$ cat src/sv/mtc_pkg.sv
// Shared constants and types for the multizone thermostat controller.
// No dependencies; the files that use it refer to it by scoped names.
package mtc_pkg;

   localparam int ZONES      = 4;
   localparam int TEMP_SCALE = 10;
   localparam int ZONE_W     = (ZONES > 1) ? $clog2(ZONES) : 1;
   localparam int MASK_W     = 8;
   localparam int TEMP_W     = 16;

   localparam int CSR_IDX_W  = 3;
   localparam int CSR_DATA_W = 16;

   localparam int QUEUE_DEPTH = 2;
   localparam int QPTR_W      = (QUEUE_DEPTH > 1) ? $clog2(QUEUE_DEPTH) : 1;
   localparam int QCNT_W      = $clog2(QUEUE_DEPTH + 1);

   localparam logic [TEMP_W-1:0] TEMP_INVALID = 16'hFFFF;
   localparam logic [1:0] QUAL_INIT = 2'd0;
   localparam logic [1:0] QUAL_BAD  = 2'd2;

   // request type codes on the input channel
   localparam logic [1:0] REQ_TICK     = 2'd0;
   localparam logic [1:0] REQ_READING  = 2'd1;
   localparam logic [1:0] REQ_SETPOINT = 2'd2;
   localparam logic [1:0] REQ_SWITCH   = 2'd3;

   // configuration register indexes
   localparam logic [CSR_IDX_W-1:0] CSR_SWITCH_WAIT = 3'd0;
   localparam logic [CSR_IDX_W-1:0] CSR_MAX_OPER    = 3'd1;
   localparam logic [CSR_IDX_W-1:0] CSR_REST        = 3'd2;
   localparam logic [CSR_IDX_W-1:0] CSR_MAX_DIFF    = 3'd3;
   localparam logic [CSR_IDX_W-1:0] CSR_HYST        = 3'd4;
   localparam logic [CSR_IDX_W-1:0] CSR_STALE       = 3'd5;

   localparam logic [7:0]  RST_SWITCH_WAIT = 8'd5;
   localparam logic [15:0] RST_MAX_OPER    = 16'd600;
   localparam logic [7:0]  RST_REST        = 8'd60;
   localparam logic [15:0] RST_MAX_DIFF    = 16'd20;
   localparam logic [15:0] RST_HYST        = 16'd5;
   localparam logic [7:0]  RST_STALE       = 8'd30;

   typedef enum logic [1:0] {
      KIND_TICK,
      KIND_READING,
      KIND_SETPOINT,
      KIND_SWITCH
   } kind_type;

   // classified request as held in the queue
   typedef struct packed {
      kind_type            kind;
      logic [ZONE_W-1:0]   zone;
      logic [TEMP_W-1:0]   value;    // temperature or scaled setpoint
      logic [1:0]          quality;
      logic                switch_on;
      logic                link_up;
   } entry_type;

   typedef struct packed {
      logic      valid;
      entry_type entry;
   } queue_head_type;

endpackage

$ cat src/sv/mtc_ifs.sv
// Request and response channel interfaces for the thermostat controller.
// Depends on nothing but plain logic types.
interface mtc_req_if;
   logic       valid;
   logic       ready;
   logic [1:0] req_type;
   logic [2:0] zone;
   logic [15:0] temperature;
   logic [1:0] quality;
   logic [7:0] setpoint;
   logic       switch_on;
   logic       link_up;

   modport source (output valid, req_type, zone, temperature, quality, setpoint,
                   switch_on, link_up, input ready);
   modport sink (input valid, req_type, zone, temperature, quality, setpoint,
                 switch_on, link_up, output ready);
endinterface

interface mtc_rsp_if;
   logic       valid;
   logic       ready;
   logic [7:0] zone_relays;
   logic       master_relay;
   logic       status_changed;

   modport source (output valid, zone_relays, master_relay, status_changed,
                   input ready);
   modport sink (input valid, zone_relays, master_relay, status_changed,
                 output ready);
endinterface

$ cat src/sv/mtc_front.sv
// Front end: accepts requests, classifies them and queues them for the back end.
// Depends on mtc_pkg and mtc_req_if.
module mtc_front (
   input  logic                    clock,
   input  logic                    reset,
   mtc_req_if.sink                 req_chan,
   output mtc_pkg::queue_head_type q_head,
   input  logic                    q_pop
);

   mtc_pkg::entry_type queue_mem_ff [mtc_pkg::QUEUE_DEPTH];
   logic [mtc_pkg::QPTR_W-1:0] wr_ptr_ff, wr_ptr_in;
   logic [mtc_pkg::QPTR_W-1:0] rd_ptr_ff, rd_ptr_in;
   logic [mtc_pkg::QCNT_W-1:0] count_ff, count_in;

   mtc_pkg::entry_type entry_in;
   logic accept;
   logic in_range;
   logic push;
   logic pop;

   assign req_chan.ready = (count_ff != mtc_pkg::QCNT_W'(mtc_pkg::QUEUE_DEPTH));
   assign accept = req_chan.valid && req_chan.ready;
   assign in_range = ({1'b0, req_chan.zone} < 4'(mtc_pkg::ZONES));

   always_comb begin
      entry_in.zone      = req_chan.zone[mtc_pkg::ZONE_W-1:0];
      entry_in.value     = req_chan.temperature;
      entry_in.quality   = req_chan.quality;
      entry_in.switch_on = req_chan.switch_on;
      entry_in.link_up   = req_chan.link_up;
      case (req_chan.req_type)
         mtc_pkg::REQ_TICK:     entry_in.kind = mtc_pkg::KIND_TICK;
         mtc_pkg::REQ_READING:  entry_in.kind = mtc_pkg::KIND_READING;
         mtc_pkg::REQ_SETPOINT: begin
            entry_in.kind  = mtc_pkg::KIND_SETPOINT;
            entry_in.value = mtc_pkg::TEMP_W'(req_chan.setpoint * mtc_pkg::TEMP_SCALE);
         end
         mtc_pkg::REQ_SWITCH:   entry_in.kind = mtc_pkg::KIND_SWITCH;
         default:               entry_in.kind = mtc_pkg::KIND_TICK;
      endcase
   end

   // writes to zones that do not exist are taken and dropped here
   assign push = accept && ((entry_in.kind == mtc_pkg::KIND_TICK) || in_range);
   assign pop  = q_pop && (count_ff != '0);

   always_comb begin
      wr_ptr_in = wr_ptr_ff;
      rd_ptr_in = rd_ptr_ff;
      count_in  = count_ff;
      if (push) begin
         wr_ptr_in = (wr_ptr_ff == mtc_pkg::QPTR_W'(mtc_pkg::QUEUE_DEPTH - 1)) ?
                     '0 : wr_ptr_ff + mtc_pkg::QPTR_W'(1);
      end
      if (pop) begin
         rd_ptr_in = (rd_ptr_ff == mtc_pkg::QPTR_W'(mtc_pkg::QUEUE_DEPTH - 1)) ?
                     '0 : rd_ptr_ff + mtc_pkg::QPTR_W'(1);
      end
      if (push && !pop) begin
         count_in = count_ff + mtc_pkg::QCNT_W'(1);
      end else if (pop && !push) begin
         count_in = count_ff - mtc_pkg::QCNT_W'(1);
      end
   end

   always_ff @(posedge clock) begin
      if (reset) begin
         wr_ptr_ff <= '0;
         rd_ptr_ff <= '0;
         count_ff  <= '0;
      end else begin
         wr_ptr_ff <= wr_ptr_in;
         rd_ptr_ff <= rd_ptr_in;
         count_ff  <= count_in;
      end
   end

   always_ff @(posedge clock) begin
      if (push) begin
         queue_mem_ff[wr_ptr_ff] <= entry_in;
      end
   end

   assign q_head.valid = (count_ff != '0);
   assign q_head.entry = queue_mem_ff[rd_ptr_ff];

endmodule

$ cat src/sv/mtc_back.sv
// Back end: configuration registers, per-zone state and the zone sequencer
// that runs one zone per cycle on a tick. Depends on mtc_pkg and mtc_rsp_if.
module mtc_back (
   input  logic                                clock,
   input  logic                                reset,
   input  mtc_pkg::queue_head_type             q_head,
   output logic                                q_pop,
   input  logic                                csr_we,
   input  logic [mtc_pkg::CSR_IDX_W-1:0]       csr_index,
   input  logic [mtc_pkg::CSR_DATA_W-1:0]      csr_wdata,
   mtc_rsp_if.source                           rsp_chan
);

   typedef enum logic {ST_IDLE, ST_TICK} state_type;

   localparam int Z = mtc_pkg::ZONES;
   localparam int ZW = mtc_pkg::ZONE_W;
   localparam int MW = mtc_pkg::MASK_W;

   state_type state_ff, state_in;
   logic [ZW-1:0] idx_ff, idx_in;
   logic link_ff, link_in;
   logic [MW-1:0] mask_acc_ff, mask_acc_in;
   logic master_acc_ff, master_acc_in;
   logic [MW-1:0] last_mask_ff, last_mask_in;
   logic rsp_valid_ff, rsp_valid_in;
   logic [MW-1:0] relays_ff, relays_in;
   logic master_ff, master_in;
   logic changed_ff, changed_in;

   logic [7:0]  swt_ff, swt_in;
   logic [15:0] mot_ff, mot_in;
   logic [7:0]  rest_lim_ff, rest_lim_in;
   logic [15:0] mtd_ff, mtd_in;
   logic [15:0] hyst_ff, hyst_in;
   logic [7:0]  stale_lim_ff, stale_lim_in;

   logic [15:0] temp_ff [Z], temp_in [Z];
   logic [1:0]  qual_ff [Z], qual_in [Z];
   logic        fresh_ff [Z], fresh_in [Z];
   logic [7:0]  stale_ff [Z], stale_in [Z];
   logic [15:0] target_ff [Z], target_in [Z];
   logic        enabled_ff [Z], enabled_in [Z];
   logic        heat_ff [Z], heat_in [Z];
   logic [7:0]  swc_ff [Z], swc_in [Z];
   logic [15:0] opc_ff [Z], opc_in [Z];
   logic [7:0]  rstc_ff [Z], rstc_in [Z];

   // current zone datapath
   logic [7:0]  st_next;
   logic        data_ok;
   logic signed [17:0] t_s, g_s, diff_s;
   logic        heat_next;
   logic [7:0]  swc_next;
   logic [15:0] opc_next;
   logic [7:0]  rstc_next;
   logic        big_diff;
   logic        demand;
   logic [MW-1:0] mask_new;

   always_comb begin
      t_s    = $signed({2'b00, temp_ff[idx_ff]});
      g_s    = $signed({2'b00, target_ff[idx_ff]});
      diff_s = g_s - t_s;
      big_diff = diff_s > $signed({2'b00, mtd_ff});

      if (fresh_ff[idx_ff]) begin
         st_next = '0;
      end else if (stale_ff[idx_ff] < stale_lim_ff) begin
         st_next = stale_ff[idx_ff] + 8'd1;
      end else begin
         st_next = stale_ff[idx_ff];
      end

      data_ok = enabled_ff[idx_ff] && link_ff &&
                (qual_ff[idx_ff] != mtc_pkg::QUAL_BAD) &&
                (qual_ff[idx_ff] != mtc_pkg::QUAL_INIT) &&
                (temp_ff[idx_ff] != mtc_pkg::TEMP_INVALID) &&
                (st_next < stale_lim_ff);

      heat_next = heat_ff[idx_ff];
      swc_next  = swc_ff[idx_ff];
      opc_next  = opc_ff[idx_ff];
      rstc_next = rstc_ff[idx_ff];
      if (!data_ok || ((t_s > g_s - $signed({2'b00, hyst_ff})) && (t_s >= g_s))) begin
         heat_next = 1'b0;
         swc_next  = '0;
         opc_next  = '0;
         rstc_next = '0;
      end else if (t_s <= g_s - $signed({2'b00, hyst_ff})) begin
         heat_next = 1'b1;
      end

      // duty cycle: switch wait, operating, rest
      demand = 1'b0;
      if (heat_next) begin
         if (swc_next < swt_ff) begin
            swc_next = swc_next + 8'd1;
         end else if (opc_next < mot_ff) begin
            opc_next = opc_next + 16'd1;
            demand   = 1'b1;
         end else if (rstc_next < rest_lim_ff) begin
            rstc_next = rstc_next + 8'd1;
            demand    = big_diff;
         end else begin
            opc_next  = '0;
            rstc_next = '0;
            demand    = big_diff;
         end
      end

      mask_new = mask_acc_ff | (MW'(heat_next) << idx_ff);
   end

   always_comb begin
      state_in      = state_ff;
      idx_in        = idx_ff;
      link_in       = link_ff;
      mask_acc_in   = mask_acc_ff;
      master_acc_in = master_acc_ff;
      last_mask_in  = last_mask_ff;
      rsp_valid_in  = rsp_valid_ff;
      relays_in     = relays_ff;
      master_in     = master_ff;
      changed_in    = changed_ff;
      swt_in        = swt_ff;
      mot_in        = mot_ff;
      rest_lim_in   = rest_lim_ff;
      mtd_in        = mtd_ff;
      hyst_in       = hyst_ff;
      stale_lim_in  = stale_lim_ff;
      temp_in       = temp_ff;
      qual_in       = qual_ff;
      fresh_in      = fresh_ff;
      stale_in      = stale_ff;
      target_in     = target_ff;
      enabled_in    = enabled_ff;
      heat_in       = heat_ff;
      swc_in        = swc_ff;
      opc_in        = opc_ff;
      rstc_in       = rstc_ff;
      q_pop         = 1'b0;

      if (rsp_valid_ff && rsp_chan.ready) begin
         rsp_valid_in = 1'b0;
      end

      if (csr_we) begin
         case (csr_index)
            mtc_pkg::CSR_SWITCH_WAIT: swt_in       = csr_wdata[7:0];
            mtc_pkg::CSR_MAX_OPER:    mot_in       = csr_wdata;
            mtc_pkg::CSR_REST:        rest_lim_in  = csr_wdata[7:0];
            mtc_pkg::CSR_MAX_DIFF:    mtd_in       = csr_wdata;
            mtc_pkg::CSR_HYST:        hyst_in      = csr_wdata;
            mtc_pkg::CSR_STALE:       stale_lim_in = csr_wdata[7:0];
            default: ;
         endcase
      end

      case (state_ff)
         ST_IDLE: begin
            if (q_head.valid) begin
               case (q_head.entry.kind)
                  mtc_pkg::KIND_TICK: begin
                     // a tick starts only once the previous result has left
                     if (!rsp_valid_ff) begin
                        q_pop         = 1'b1;
                        state_in      = ST_TICK;
                        idx_in        = '0;
                        link_in       = q_head.entry.link_up;
                        mask_acc_in   = '0;
                        master_acc_in = 1'b0;
                     end
                  end
                  mtc_pkg::KIND_READING: begin
                     q_pop = 1'b1;
                     temp_in[q_head.entry.zone]  = q_head.entry.value;
                     qual_in[q_head.entry.zone]  = q_head.entry.quality;
                     fresh_in[q_head.entry.zone] = 1'b1;
                  end
                  mtc_pkg::KIND_SETPOINT: begin
                     q_pop = 1'b1;
                     target_in[q_head.entry.zone] = q_head.entry.value;
                  end
                  mtc_pkg::KIND_SWITCH: begin
                     q_pop = 1'b1;
                     enabled_in[q_head.entry.zone] = q_head.entry.switch_on;
                  end
                  default: ;
               endcase
            end
         end
         ST_TICK: begin
            fresh_in[idx_ff] = 1'b0;
            stale_in[idx_ff] = st_next;
            heat_in[idx_ff]  = heat_next;
            swc_in[idx_ff]   = swc_next;
            opc_in[idx_ff]   = opc_next;
            rstc_in[idx_ff]  = rstc_next;
            mask_acc_in      = mask_new;
            master_acc_in    = master_acc_ff | (heat_next & demand);
            if (idx_ff == ZW'(Z - 1)) begin
               relays_in    = mask_new;
               master_in    = master_acc_ff | (heat_next & demand);
               changed_in   = (mask_new != last_mask_ff);
               last_mask_in = mask_new;
               rsp_valid_in = 1'b1;
               state_in     = ST_IDLE;
            end else begin
               idx_in = idx_ff + ZW'(1);
            end
         end
         default: state_in = ST_IDLE;
      endcase
   end

   always_ff @(posedge clock) begin
      if (reset) begin
         state_ff      <= ST_IDLE;
         idx_ff        <= '0;
         link_ff       <= 1'b0;
         mask_acc_ff   <= '0;
         master_acc_ff <= 1'b0;
         last_mask_ff  <= '0;
         rsp_valid_ff  <= 1'b0;
         swt_ff        <= mtc_pkg::RST_SWITCH_WAIT;
         mot_ff        <= mtc_pkg::RST_MAX_OPER;
         rest_lim_ff   <= mtc_pkg::RST_REST;
         mtd_ff        <= mtc_pkg::RST_MAX_DIFF;
         hyst_ff       <= mtc_pkg::RST_HYST;
         stale_lim_ff  <= mtc_pkg::RST_STALE;
         for (int i = 0; i < Z; i++) begin
            temp_ff[i]    <= mtc_pkg::TEMP_INVALID;
            qual_ff[i]    <= mtc_pkg::QUAL_INIT;
            fresh_ff[i]   <= 1'b0;
            stale_ff[i]   <= '0;
            target_ff[i]  <= mtc_pkg::TEMP_INVALID;
            enabled_ff[i] <= 1'b0;
            heat_ff[i]    <= 1'b0;
            swc_ff[i]     <= '0;
            opc_ff[i]     <= '0;
            rstc_ff[i]    <= '0;
         end
      end else begin
         state_ff      <= state_in;
         idx_ff        <= idx_in;
         link_ff       <= link_in;
         mask_acc_ff   <= mask_acc_in;
         master_acc_ff <= master_acc_in;
         last_mask_ff  <= last_mask_in;
         rsp_valid_ff  <= rsp_valid_in;
         swt_ff        <= swt_in;
         mot_ff        <= mot_in;
         rest_lim_ff   <= rest_lim_in;
         mtd_ff        <= mtd_in;
         hyst_ff       <= hyst_in;
         stale_lim_ff  <= stale_lim_in;
         temp_ff       <= temp_in;
         qual_ff       <= qual_in;
         fresh_ff      <= fresh_in;
         stale_ff      <= stale_in;
         target_ff     <= target_in;
         enabled_ff    <= enabled_in;
         heat_ff       <= heat_in;
         swc_ff        <= swc_in;
         opc_ff        <= opc_in;
         rstc_ff       <= rstc_in;
      end
      relays_ff  <= relays_in;
      master_ff  <= master_in;
      changed_ff <= changed_in;
   end

   assign rsp_chan.valid          = rsp_valid_ff;
   assign rsp_chan.zone_relays    = relays_ff;
   assign rsp_chan.master_relay   = master_ff;
   assign rsp_chan.status_changed = changed_ff;

endmodule

$ cat src/sv/multizone_thermostat_controller_core.sv
// Multizone thermostat controller.
// Requests enter on req_chan (valid/ready). Reading, setpoint and on/off
// requests update the addressed zone and produce no response; requests for
// a zone number past the last zone are taken and ignored. A tick request
// ages every zone, recomputes its heating decision and duty cycle, and
// yields one response on rsp_chan: zone relay mask, master relay and a
// status-changed flag.
// A write request is first stored in the request queue and then applied
// to the zone state when the back end pops it. A tick response is
// registered once the sequencer has run every zone. One write request is
// taken per cycle while the queue has room. A tick holds the sequencer
// until all zones are done; the next tick waits until the response is taken.
// A two-entry request queue separates the front end from the sequencer, so
// requests keep being taken while a response waits. If the receiver stalls,
// the response holds in its output register and the next tick waits in the
// queue; once the queue is full, req_chan.ready drops.
// csr_we/csr_index/csr_wdata write configuration registers at once, no wait.
// Synchronous reset restores register defaults and clears all zone state.
// Depends on mtc_pkg, mtc_ifs, mtc_front and mtc_back.
module multizone_thermostat_controller_core (
   input  logic                              clock,
   input  logic                              reset,
   mtc_req_if.sink                           req_chan,
   mtc_rsp_if.source                         rsp_chan,
   input  logic                              csr_we,
   input  logic [mtc_pkg::CSR_IDX_W-1:0]     csr_index,
   input  logic [mtc_pkg::CSR_DATA_W-1:0]    csr_wdata
);

   mtc_pkg::queue_head_type q_head;
   logic q_pop;

   mtc_front u_front (
      .clock    (clock),
      .reset    (reset),
      .req_chan (req_chan),
      .q_head   (q_head),
      .q_pop    (q_pop)
   );

   mtc_back u_back (
      .clock     (clock),
      .reset     (reset),
      .q_head    (q_head),
      .q_pop     (q_pop),
      .csr_we    (csr_we),
      .csr_index (csr_index),
      .csr_wdata (csr_wdata),
      .rsp_chan  (rsp_chan)
   );

endmodule

$ cat src/flat_wrapper.sv
// flat-port wrapper written by rule: the top's interface ports become plain ports
module multizone_thermostat_controller_core_flat 
  (clock, reset, csr_we, csr_index, csr_wdata, req_chan_valid, req_chan_req_type, req_chan_zone, req_chan_temperature, req_chan_quality, req_chan_setpoint, req_chan_switch_on, req_chan_link_up, req_chan_ready, rsp_chan_valid, rsp_chan_zone_relays, rsp_chan_master_relay, rsp_chan_status_changed, rsp_chan_ready);
  mtc_req_if req_chan_i ();
  mtc_rsp_if rsp_chan_i ();
  input  logic clock;
  input  logic reset;
  input  logic csr_we;
  input  logic [mtc_pkg::CSR_IDX_W-1:0] csr_index;
  input  logic [mtc_pkg::CSR_DATA_W-1:0] csr_wdata;
  input wire logic [$bits(req_chan_i.valid)-1:0] req_chan_valid;
  input wire logic [$bits(req_chan_i.req_type)-1:0] req_chan_req_type;
  input wire logic [$bits(req_chan_i.zone)-1:0] req_chan_zone;
  input wire logic [$bits(req_chan_i.temperature)-1:0] req_chan_temperature;
  input wire logic [$bits(req_chan_i.quality)-1:0] req_chan_quality;
  input wire logic [$bits(req_chan_i.setpoint)-1:0] req_chan_setpoint;
  input wire logic [$bits(req_chan_i.switch_on)-1:0] req_chan_switch_on;
  input wire logic [$bits(req_chan_i.link_up)-1:0] req_chan_link_up;
  output wire logic [$bits(req_chan_i.ready)-1:0] req_chan_ready;
  output wire logic [$bits(rsp_chan_i.valid)-1:0] rsp_chan_valid;
  output wire logic [$bits(rsp_chan_i.zone_relays)-1:0] rsp_chan_zone_relays;
  output wire logic [$bits(rsp_chan_i.master_relay)-1:0] rsp_chan_master_relay;
  output wire logic [$bits(rsp_chan_i.status_changed)-1:0] rsp_chan_status_changed;
  input wire logic [$bits(rsp_chan_i.ready)-1:0] rsp_chan_ready;
  assign req_chan_i.valid = req_chan_valid;
  assign req_chan_i.req_type = req_chan_req_type;
  assign req_chan_i.zone = req_chan_zone;
  assign req_chan_i.temperature = req_chan_temperature;
  assign req_chan_i.quality = req_chan_quality;
  assign req_chan_i.setpoint = req_chan_setpoint;
  assign req_chan_i.switch_on = req_chan_switch_on;
  assign req_chan_i.link_up = req_chan_link_up;
  assign req_chan_ready = req_chan_i.ready;
  assign rsp_chan_valid = rsp_chan_i.valid;
  assign rsp_chan_zone_relays = rsp_chan_i.zone_relays;
  assign rsp_chan_master_relay = rsp_chan_i.master_relay;
  assign rsp_chan_status_changed = rsp_chan_i.status_changed;
  assign rsp_chan_i.ready = rsp_chan_ready;
  multizone_thermostat_controller_core u_core (.clock(clock), .reset(reset), .req_chan(req_chan_i), .rsp_chan(rsp_chan_i), .csr_we(csr_we), .csr_index(csr_index), .csr_wdata(csr_wdata));
endmodule
$ cat config.mk
export PLATFORM = sky130hd
export DESIGN_NAME = multizone_thermostat_controller_core_flat
export DESIGN_NICKNAME = d
export VERILOG_FILES = /design/src/sv/mtc_pkg.sv /design/src/sv/mtc_ifs.sv /design/src/sv/mtc_front.sv /design/src/sv/mtc_back.sv /design/src/sv/multizone_thermostat_controller_core.sv /design/src/flat_wrapper.sv
export SDC_FILE = /design/constraint.sdc
export NUM_CORES = 1
export LEC_CHECK = 0
export BUFFER_PORTS_ARGS = -buffer_cell sky130_fd_sc_hd__buf_2
export CORE_MARGIN = 2
export CORE_UTILIZATION = 65
export CTS_CLUSTER_SIZE = 16
export DETAILED_ROUTE_END_ITERATION = 6
export PLACE_DENSITY_LB_ADDON = 0.3
export SLEW_MARGIN = 40
export SYNTH_ARGS = -nofsm -noshare
export SYNTH_HDL_FRONTEND = slang
export SYNTH_HIERARCHICAL = 1
export SYNTH_SLANG_ARGS = --single-unit
$ cat constraint.sdc
create_clock -name clock -period 15.3 [get_ports clock]
set_input_delay 3.06 -clock clock [delete_from_list [all_inputs] [get_ports clock]]
set_output_delay 3.06 -clock clock [all_outputs]
set_load 0.02 [all_outputs]
==> results of run 1 <==
==> report_power, final <==
group | switching (uW) | internal [uW]
Combinational | 670 | 434
Clock | 474 | 729
Sequential | 43.9 | 1260
==> per-layer routing <==
layer	global-route usage [%]	vias to the layer above	wire length, um
li1	-	8947	-
met5	0	-	0
met1	39.46	9109	24700
met3	4.783	154	3710
met2	51.94	734	28390
met4	14.62	0	2552
==> registers in the layout, summed over array words and instances, names as in the netlist, 4 cells and up, named ones only <==
signal	count
u_core/u_front/queue_mem_ff	46
u_core/u_back/swt_ff	8
u_core/u_back/temp_ff	64
u_core/u_back/last_mask_ff	4
u_core/u_back/fresh_ff	4
u_core/u_back/target_ff	64
u_core/u_back/enabled_ff	4
u_core/u_back/rstc_ff	32
u_core/u_back/rest_lim_ff	8
u_core/u_back/heat_ff	4
u_core/u_back/mot_ff	16
u_core/u_back/stale_lim_ff	8
u_core/u_back/swc_ff	32
u_core/u_back/stale_ff	32
u_core/u_back/mask_acc_ff	4
u_core/u_back/hyst_ff	16
u_core/u_back/rsp_chan.zone_relays	4
u_core/u_back/mtd_ff	16
u_core/u_back/opc_ff	64
u_core/u_back/qual_ff	4
==> how the worst max path moves through the flow <==
stage | from | to | slack [ns] | cells after the start
2_1_floorplan | u_core/u_back/idx_ff[0] | u_core/u_back/opc_ff[15] | 5.81 | 40
3_3_place_gp | u_core/u_back/idx_ff[1] | u_core/u_back/opc_ff[50] | 6.00 | 33
3_5_place_dp | u_core/u_back/idx_ff[1] | u_core/u_back/opc_ff[50] | 5.79 | 33
4_1_cts | u_core/u_back/idx_ff[1] | u_core/u_back/opc_ff[50] | 5.72 | 33
5_1_grt | u_core/u_back/idx_ff[1] | u_core/u_back/opc_ff[2] | 5.03 | 33
6_report | u_core/u_back/idx_ff[1] | u_core/u_back/opc_ff[50] | 5.54 | 35
==> area by class of cell <==
cell class | instances | area (sq um) | area share (%)
Tap cell | 461 | 576.8 | 2.265
Sequential cell | 447 | 9477 | 37.22
Clock buffer | 73 | 1428 | 5.607
Multi-Input combinational cell | 1765 | 12740 | 50.05
Clock inverter | 17 | 226.5 | 0.8894
Inverter | 126 | 473.0 | 1.857
Timing Repair Buffer | 87 | 536.8 | 2.108
==> metrics by stage <==
step	util (%)	cell area (sq um)	hold WS, ns
final	71.76	25460	0.4524
after global routing	71.76	25460	0.4653
after CTS	71.72	25450	0.4513
after detailed placement	67.05	23790	0.4431
after global placement	66.88	23730	0.4337
after floorplan	-	23380	0.4192
==> placed cells by master (no fill, tap or decap), types with 50 or more instances in the layout <==
cell,count
edfxtp_1,52
nand3b_1,72
mux4_2,73
ha_1,128
nor2b_1,133
inv_1,124
o21ai_0,83
a21oi_1,151
a211o_1,125
a211oi_1,79
buf_2,62
clkbuf_16,50
dfxtp_1,393
nand2_1,268
nor2_1,195
==> worst min-delay path: stages (launching register included) <==
cell and delay [ns]:
dfxtp_1 0.31, nand2_1 0.05, a21oi_1 0.05
==> run_results.csv, run 1 <==
group,metric,value,unit
floorplan,die-area,0.03749,sq mm
critical_path,critPathArrivalTime,10.19,ns
run_status,status,"complete, no violations",
sta,period_share,63.76,%
route,num_vias,18940,
critical_path,cp_top_family,"compound AO/OA/AOI/OAI gates",
sta,max_freq,0.1025,GHz
floorplan,dieHeight,193.6,um
route,drt-pass1-iter-count,7,
pwr,p_per_area,141.9,mW/mm^2
sta,relSlewSlack,43.19,%
critical_path,crit_path_end_kind,"flip-flop",
sta,worst-slew-pin-transition,0.8444,ns
critical_path,cp_slowest_stage_delay,0.87,ns
pwr,ir_worst_vdd,0.0001746,V
flow_run,cap_violations,0,
clock_network,clkLatencyLatePin,0.59,ns
cells_and_area,fin_cells,2976,
route,drc_errors,0,
critical_path,cp_max_fo,47,
clock_network,htreeDepth,2,
critical_path,reg2reg_slack,5.54,ns
floorplan,num_rows,69,
floorplan,die_w,193.6,um
sta,finalSetupViolations,0,
floorplan,core_area,0.03548,sq mm
placed_design,pre_cts_ws,5.787,ns
clock_network,cts.path.max_buffers,3,
clock_network,ctsResizeCount,0,
synth,netlist_area,0.02337,sq mm
route,wl,59360,um
sta,min_period,9.756,ns
min_path,hold_path_startpoint,"u_core/u_back/stale_ff[13]",
clock_network,root_buffer,"clkbuf_16",
critical_path,r2r_cells,35,
min_path,hold_end,"u_core/u_back/stale_ff[13]",
clock_network,cts_tree,"built",
global_routing,grt_pass1_wl,94750,um
placed_design,io_buffers,63,
clock_network,numCtsBuffers,49,
sta,hold_viol,0,
clock_network,clock_sinks,447,
global_routing,antenna_found_initial,0,
placed_design,gp_congestion,0.8981,
cells_and_area,drive_gt1_share,12.29,%
sta,finalSetupTns,0,ns
min_path,whs_path_depth,2,
synth,yosys_warnings,6,
route,wl_per_cell,19.94,um
synth,synth_cells,2515,
global_routing,grt_max_degree,117,
critical_path,crit_path_start_kind,"flip-flop",
sta,finalClockSkew,0.02132,ns
placed_design,dpl.hpwl,39020,um
critical_path,r2r_start,"u_core/u_back/idx_ff[1]",
clock_network,cts_setup_buffers,0,
global_routing,overflow,0,
floorplan,initial_core_util,65.87,%
sta,finalWorstSetupSlack,5.544,ns
route,routed_via_density,6.366,
pwr,p_leak,0.009375,uW
critical_path,worstPathRequired,15.73,ns
clock_network,hold_buffers,0,
cells_and_area,fillers,2606,
placed_design,dp.cells,2886,
critical_path,cpMaxStageDelayCell,"dfxtp_4",
min_path,hold_class,"reg -> reg",
global_routing,grt_pass1_vias,18410,
cells_and_area,synthToLayoutAreaGrowth,8.946,%
clock_network,cts.reportedPaths.clkPinSlew,0.06,ns
critical_path,r2r_end,"u_core/u_back/opc_ff[50]",
cells_and_area,diodes,0,
critical_path,worst-path-buf-inv,5,
synth,syn_avg_cell_area,9.293,sq um
sta,slew_violations,0,
critical_path,critical_path_class,"reg -> reg",
route,final_antenna_net_count,0,
route,first_iter_violations,1603,
critical_path,cpMostUsedCell,"a21o_1",
floorplan,pin_count,69,
pwr,power,3614,uW
global_routing,grt_usage,30.99,%
sta,rsz0062_at_grt,"false",
cells_and_area,fin_nets,2664,
(Power assumes the default switching activity.)
==> run 2: changes to the inputs <==
--- a/config.mk
+++ b/config.mk
@@ -7,7 +7,7 @@
 export LEC_CHECK = 0
 export BUFFER_PORTS_ARGS = -buffer_cell sky130_fd_sc_hd__buf_2
 export CORE_MARGIN = 2
-export CORE_UTILIZATION = 65
+export CORE_UTILIZATION = 57
 export CTS_CLUSTER_SIZE = 16
 export DETAILED_ROUTE_END_ITERATION = 6
 export PLACE_DENSITY_LB_ADDON = 0.3
==> constraint.sdc (replaced) <==
create_clock -name clock -period 8.2 [get_ports clock]
set_input_delay 1.64 -clock clock [delete_from_list [all_inputs] [get_ports clock]]
set_output_delay 1.64 -clock clock [all_outputs]
set_load 0.02 [all_outputs]
==> run 2 against run 1 <==
Net effect: via count decreased by 0.81%; die area increased by 14%; register-to-register slack got worse by 5.1 ns; total power increased by 83%; flip-flop and latch count unchanged; fmax increased by 26%; clock skew increased by 0.0098 ns; combinational power increased by 95%; setup slack got worse by 5.1 ns; worst hold slack improved by 0.0015 ns; sequential share of layout area decreased by 0.51 points; clock power increased by 70%.
==> run_results.csv, run 2 (synthesis gave the netlist of run 1 again) <==
group,metric,value,unit
global_routing,grt_use_met1,35.84,%
route,drc_errors,0,
sta,min_period,7.771,ns
clock_network,clock_sinks,447,
floorplan,initial_core_util,57.50,%
sta,hold_viol,0,
global_routing,grt_pass1_vias,17900,
min_path,whs_path_depth,2,
global_routing,grt_usage,27.53,%
placed_design,dp.cells,2972,
critical_path,cp_slowest_stage_delay,0.58,ns
placed_design,pre_cts_ws,0.1235,ns
clock_network,cts.path.max_buffers,3,
placed_design,place_area,0.02404,sq mm
critical_path,critical_path_class,"reg -> reg",
critical_path,cpMaxStageDelayCell,"or4_4",
floorplan,pin_count,69,
route,final_antenna_net_count,0,
clock_network,htreeDepth,2,
cells_and_area,final_cell_area,0.02582,sq mm
floorplan,num_rows,74,
run_status,status,"complete, no violations",
cells_and_area,diodes,0,
placed_design,dpl.hpwl,40210,um
clock_network,hold_buffers,0,
route,num_vias,18790,
cells_and_area,fin_cells,3073,
critical_path,worst-path-stages,32,
route,first_iter_violations,1633,
floorplan,die-area,0.04264,sq mm
global_routing,grt_use_met2,47.19,%
sta,finalWorstSetupSlack,0.4288,ns
placed_design,gp_congestion,0.8589,
route,routed_via_density,6.115,
floorplan,core_area,0.04065,sq mm
critical_path,crit_path_end_kind,"flip-flop",
critical_path,critPathArrivalTime,8.27,ns
sta,finalClockSkew,0.03108,ns
critical_path,r2r_cells,32,
clock_network,numCtsBuffers,46,
floorplan,dieHeight,206.5,um
flow_run,cap_violations,0,
sta,max_freq,0.1287,GHz
global_routing,grt_max_degree,218,
route,wl,59370,um
critical_path,cp_top_family,"compound AO/OA/AOI/OAI gates",
cells_and_area,final_cell_mix,"dfxtp_1 (392), nand2_1 (268), nor2_1 (193)",
global_routing,use_met3,3.469,%
cells_and_area,fin_nets,2693,
route,drt-pass1-iter-count,6,
cells_and_area,synthToLayoutAreaGrowth,10.46,%
critical_path,crit_path_start_kind,"flip-flop",
clock_network,clkLatencyLatePin,0.59,ns
cells_and_area,mostFrequentLayoutCell,"dfxtp_1",
cells_and_area,top_regs,"u_core/u_back/opc_ff: 64 flops, u_core/u_back/target_ff: 64 flops, u_core/u_back/temp_ff: 64 flops",
placed_design,io_buffers,63,
global_routing,grt_pass1_wl,93140,um
min_path,hold_class,"reg -> reg",
critical_path,cpMostUsedCell,"ha_1",
sta,worst-slew-pin-transition,0.7878,ns
route,wl_per_cell,19.32,um
global_routing,antenna_found_initial,0,
critical_path,worst-path-buf-inv,4,
global_routing,overflow,0,
clock_network,root_buffer,"clkbuf_16",
sta,relSlewSlack,47.43,%
clock_network,cts_tree,"built",
pwr,p_leak,0.009504,uW
clock_network,cts.reportedPaths.clkPinSlew,0.07,ns
pwr,ir_worst_vdd,0.0002629,V
critical_path,cp_max_fo,24,
floorplan,die_w,206.5,um
sta,finalSetupViolations,0,
critical_path,worstPathRequired,8.70,ns
global_routing,grt.busiest_layer,"met2",
sta,period_share,94.77,%
pwr,p_per_area,256.6,mW/mm^2
cells_and_area,drive_gt1_share,14.01,%
sta,slew_violations,0,
==> run 2: cell types whose count changed in the layout (fill, tap and decap cells not counted), moves of 4 or more <==
| cell | delta |
|---|---|
| o21ai_1 | +6 |
| a22oi_1 | -4 |
| o21ai_0 | -5 |
| bufinv_16 | -5 |
| buf_4 | +28 |
| a22oi_2 | +4 |
| clkbuf_1 | -5 |
==> run 2: worst paths after layout <==
kind                                               start                  endpoint  slack (ns)
worst min register to register  u_core/u_back/mot_ff[13]  u_core/u_back/mot_ff[13]        0.45
worst max register to register   u_core/u_back/idx_ff[0]  u_core/u_back/opc_ff[47]        0.43
worst max-delay path             u_core/u_back/idx_ff[0]  u_core/u_back/opc_ff[47]        0.43
worst min-delay path            u_core/u_back/mot_ff[13]  u_core/u_back/mot_ff[13]        0.45
==> run 2: area by class of cell <==
type	instances	area [sq um]
clock buffer	69	1380
inverter	126	473.0
fill	3332	14830
multi-input combinational	1765	12860
sequential	447	9478
timing repair buffer	119	860.8
tap	532	665.6
clock inverter	15	101.3
==> run 2: layer usage <==
layer  share of wire, %  vias up
li1                   -     8996
met1                 43     9104
met2                 48      598
met3                6.1       93
met4                2.8        0
met5                  0        -
==> run 2: timing repair <==
| action | 4_1_cts | 5_1_grt |
|---|---|---|
| hold endpoints to repair | 0 | 0 |
| setup buffers | 0 | 15 |
| gates resized for setup | 0 | 24 |
| endpoints found under the setup margin | 0 | 124 |
==> run 2: worst register-to-register path, delay by kind of cell, from the launching register on <==
kind / cells / cell delay [ns]
AO/OA/AOI/OAI: 15 / 3.21
XOR/XNOR: 1 / 0.09
adder cells (fa/ha/maj): 3 / 0.92
buffers and inverters: 4 / 0.90
flip-flops: 1 / 0.45
multiplexers: 1 / 0.53
AND/OR/NAND/NOR: 8 / 1.61
==> run 2: report_power, final <==
part           total [uW]  switching (uW)  internal [uW]  leakage [uW]
Combinational        2140            1260            879       0.00508
Clock                2040             878           1170      0.000742
Sequential           2440            84.4           2360       0.00368
Total                6620            2220           4400       0.00950
==> run 2: through the flow <==
step           power (uW)  utilization [%]  hold WS, ns  setup TNS [ns]
3_5_place_dp         4549            59.13       0.4451               0
6_report             6624            63.51       0.4539               0
4_1_cts              6593            62.78       0.4532               0
2_1_floorplan        3989                -       0.4192               0
5_1_grt              6957            63.51       0.4701        -0.02378
3_3_place_gp         4474            59.01       0.4309               0
==> run 3: changes to the inputs <==
--- a/config.mk
+++ b/config.mk
@@ -5,6 +5,7 @@
 export SDC_FILE = /design/constraint.sdc
 export NUM_CORES = 1
 export LEC_CHECK = 0
+export ABC_AREA = 1
 export BUFFER_PORTS_ARGS = -buffer_cell sky130_fd_sc_hd__buf_2
 export CORE_MARGIN = 2
 export CORE_UTILIZATION = 57
==> run 3 against run 2 <==
Net effect: total power is 9.3% higher; die area up 2.1%; synthesized area grew 2.2%; clock power increased by 9%; worst hold slack got worse by 0.0015 ns; sequential share of layout area fell by 0.27 points; utilization down 0.25 points; clock-buffer cell count is 1 higher.
==> run_results.csv, run 3 <==
group,metric,value,unit
sta,slew_violations,0,
cells_and_area,top_regs,"u_core/u_back/opc_ff: 64 flops, u_core/u_back/target_ff: 64 flops, u_core/u_back/temp_ff: 64 flops",
route,final_antenna_net_count,0,
clock_network,clock_sinks,447,
synth,syn_avg_cell_area,7.097,sq um
floorplan,core_area,0.04111,sq mm
floorplan,num_rows,74,
route,wl_per_cell,16.84,um
synth,yosys_warnings,6,
cells_and_area,mostFrequentLayoutCell,"nand2_1",
sta,relSlewSlack,44.00,%
global_routing,grt_max_degree,138,
route,first_iter_violations,2183,
clock_network,cts.reportedPaths.clkPinSlew,0.06,ns
critical_path,cp_slowest_stage_delay,0.65,ns
cells_and_area,diodes,0,
synth,netlist_area,0.02388,sq mm
flow_run,cap_violations,0,
global_routing,grt_use_met2,51.64,%
global_routing,overflow,0,
clock_network,numCtsBuffers,47,
placed_design,gp_congestion,0.9557,
sta,hold_viol,0,
route,wl,65660,um
placed_design,io_buffers,63,
sta,worst-slew-pin-transition,0.8401,ns
critical_path,critical_path_class,"reg -> reg",
critical_path,cpMaxStageDelayCell,"buf_4",
sta,min_period,7.561,ns
floorplan,die-area,0.04354,sq mm
sta,finalClockSkew,0.01908,ns
cells_and_area,fin_nets,3521,
route,routed_via_density,5.737,
pwr,p_per_area,278.4,mW/mm^2
cells_and_area,fin_util,63.26,%
cells_and_area,synthToLayoutAreaGrowth,8.925,%
clock_network,cts_tree,"built",
global_routing,use_met3,4.298,%
sta,finalSetupViolations,0,
critical_path,cpMostUsedCell,"nand2_1",
route,drc_errors,0,
clock_network,htreeDepth,2,
critical_path,worstPathRequired,8.69,ns
critical_path,crit_path_start_kind,"flip-flop",
clock_network,clkLatencyLatePin,0.59,ns
placed_design,dpl.hpwl,43950,um
clock_network,hold_buffers,0,
route,drt-pass1-iter-count,6,
critical_path,crit_path_end_kind,"flip-flop",
critical_path,critPathArrivalTime,8.05,ns
critical_path,cp_max_fo,68,
floorplan,initial_core_util,58.08,%
cells_and_area,drive_gt1_share,7.393,%
global_routing,grt_use_met1,35.87,%
route,num_vias,22380,
clock_network,cts.path.max_buffers,3,
global_routing,grt_usage,29.58,%
clock_network,root_buffer,"clkbuf_16",
sta,max_freq,0.1323,GHz
sta,finalSetupTns,0,ns
sta,rsz0062_at_grt,"false",
run_status,status,"complete, no violations",
synth,synth_cells,3364,
floorplan,dieHeight,208.7,um
sta,period_share,92.20,%
global_routing,grt_pass1_wl,105400,um
min_path,hold_class,"reg -> reg",
floorplan,pin_count,69,
pwr,ir_worst_vdd,0.0002041,V
global_routing,antenna_found_initial,0,
cells_and_area,final_cell_mix,"nand2_1 (736), inv_1 (394), dfxtp_1 (393)",
global_routing,grt.busiest_layer,"met2",
pwr,p_leak,0.01220,uW
floorplan,die_w,208.7,um
pwr,power,7241,uW
global_routing,grt_pass1_vias,21270,
run 3: report_power, final:
group	internal [uW]	leakage, uW	switching [uW]
combinational	882	0.00773	1670
clock	1340	0.000777	878
sequential	2390	0.00369	80.5
total	4620	0.0122	2630
run 3: cell type report:
cell class                 instances  area [sq um]
multi-input combinational       2322         12070
clock inverter                    14         256.5
fill                            3614         15100
sequential                       447          9477
clock buffer                      70          1333
inverter                         412          1563
timing repair buffer             103         638.1
tap                              532         665.6
run 3: per-layer routing:
metal  vias up  share of wire [%]
met4         0                4.5
met3       167                7.2
met2       959                 48
met5         -                  0
met1     10340                 40
li1      10910                  -
run 3: critical path, delay by kind of cell (launching register included):
kind	cells	cell delay, ns
flip-flops	1	0.50
AO/OA/AOI/OAI	10	2.26
adder cells (fa/ha/maj)	3	0.83
AND/OR/NAND/NOR	14	1.92
buffers and inverters	7	1.88
run 3: path summary, 6_finish.rpt:
kind	depth (start not counted)	slack, ns	from	end
worst min-delay path	2	0.45	u_core/u_back/target_ff[44]	u_core/u_back/target_ff[44]
worst min register to register	2	0.45	u_core/u_back/target_ff[44]	u_core/u_back/target_ff[44]
worst max register to register	34	0.64	u_core/u_back/idx_ff[0]	u_core/u_back/master_acc_ff
worst max-delay path	34	0.64	u_core/u_back/idx_ff[0]	u_core/u_back/master_acc_ff
run 3: through the flow:
stage / setup slack, ns / area (sq um) / cells / hold WS [ns]
floorplan: 0.4240 / 23890 / 3367 / 0.4236
global placement: 0.6059 / 24340 / 3812 / 0.4324
detailed placement: 0.4095 / 24350 / 3812 / 0.4371
CTS: 0.3720 / 25940 / 3896 / 0.4518
global route: 0.01455 / 26010 / 3900 / 0.4769
finish: 0.6393 / 26010 / 3900 / 0.4524
run 3: repair_timing:
action                     4_1_cts  5_1_grt
setup buffers                    0        3
resized for setup                0        5
setup endpoints to repair        0      119
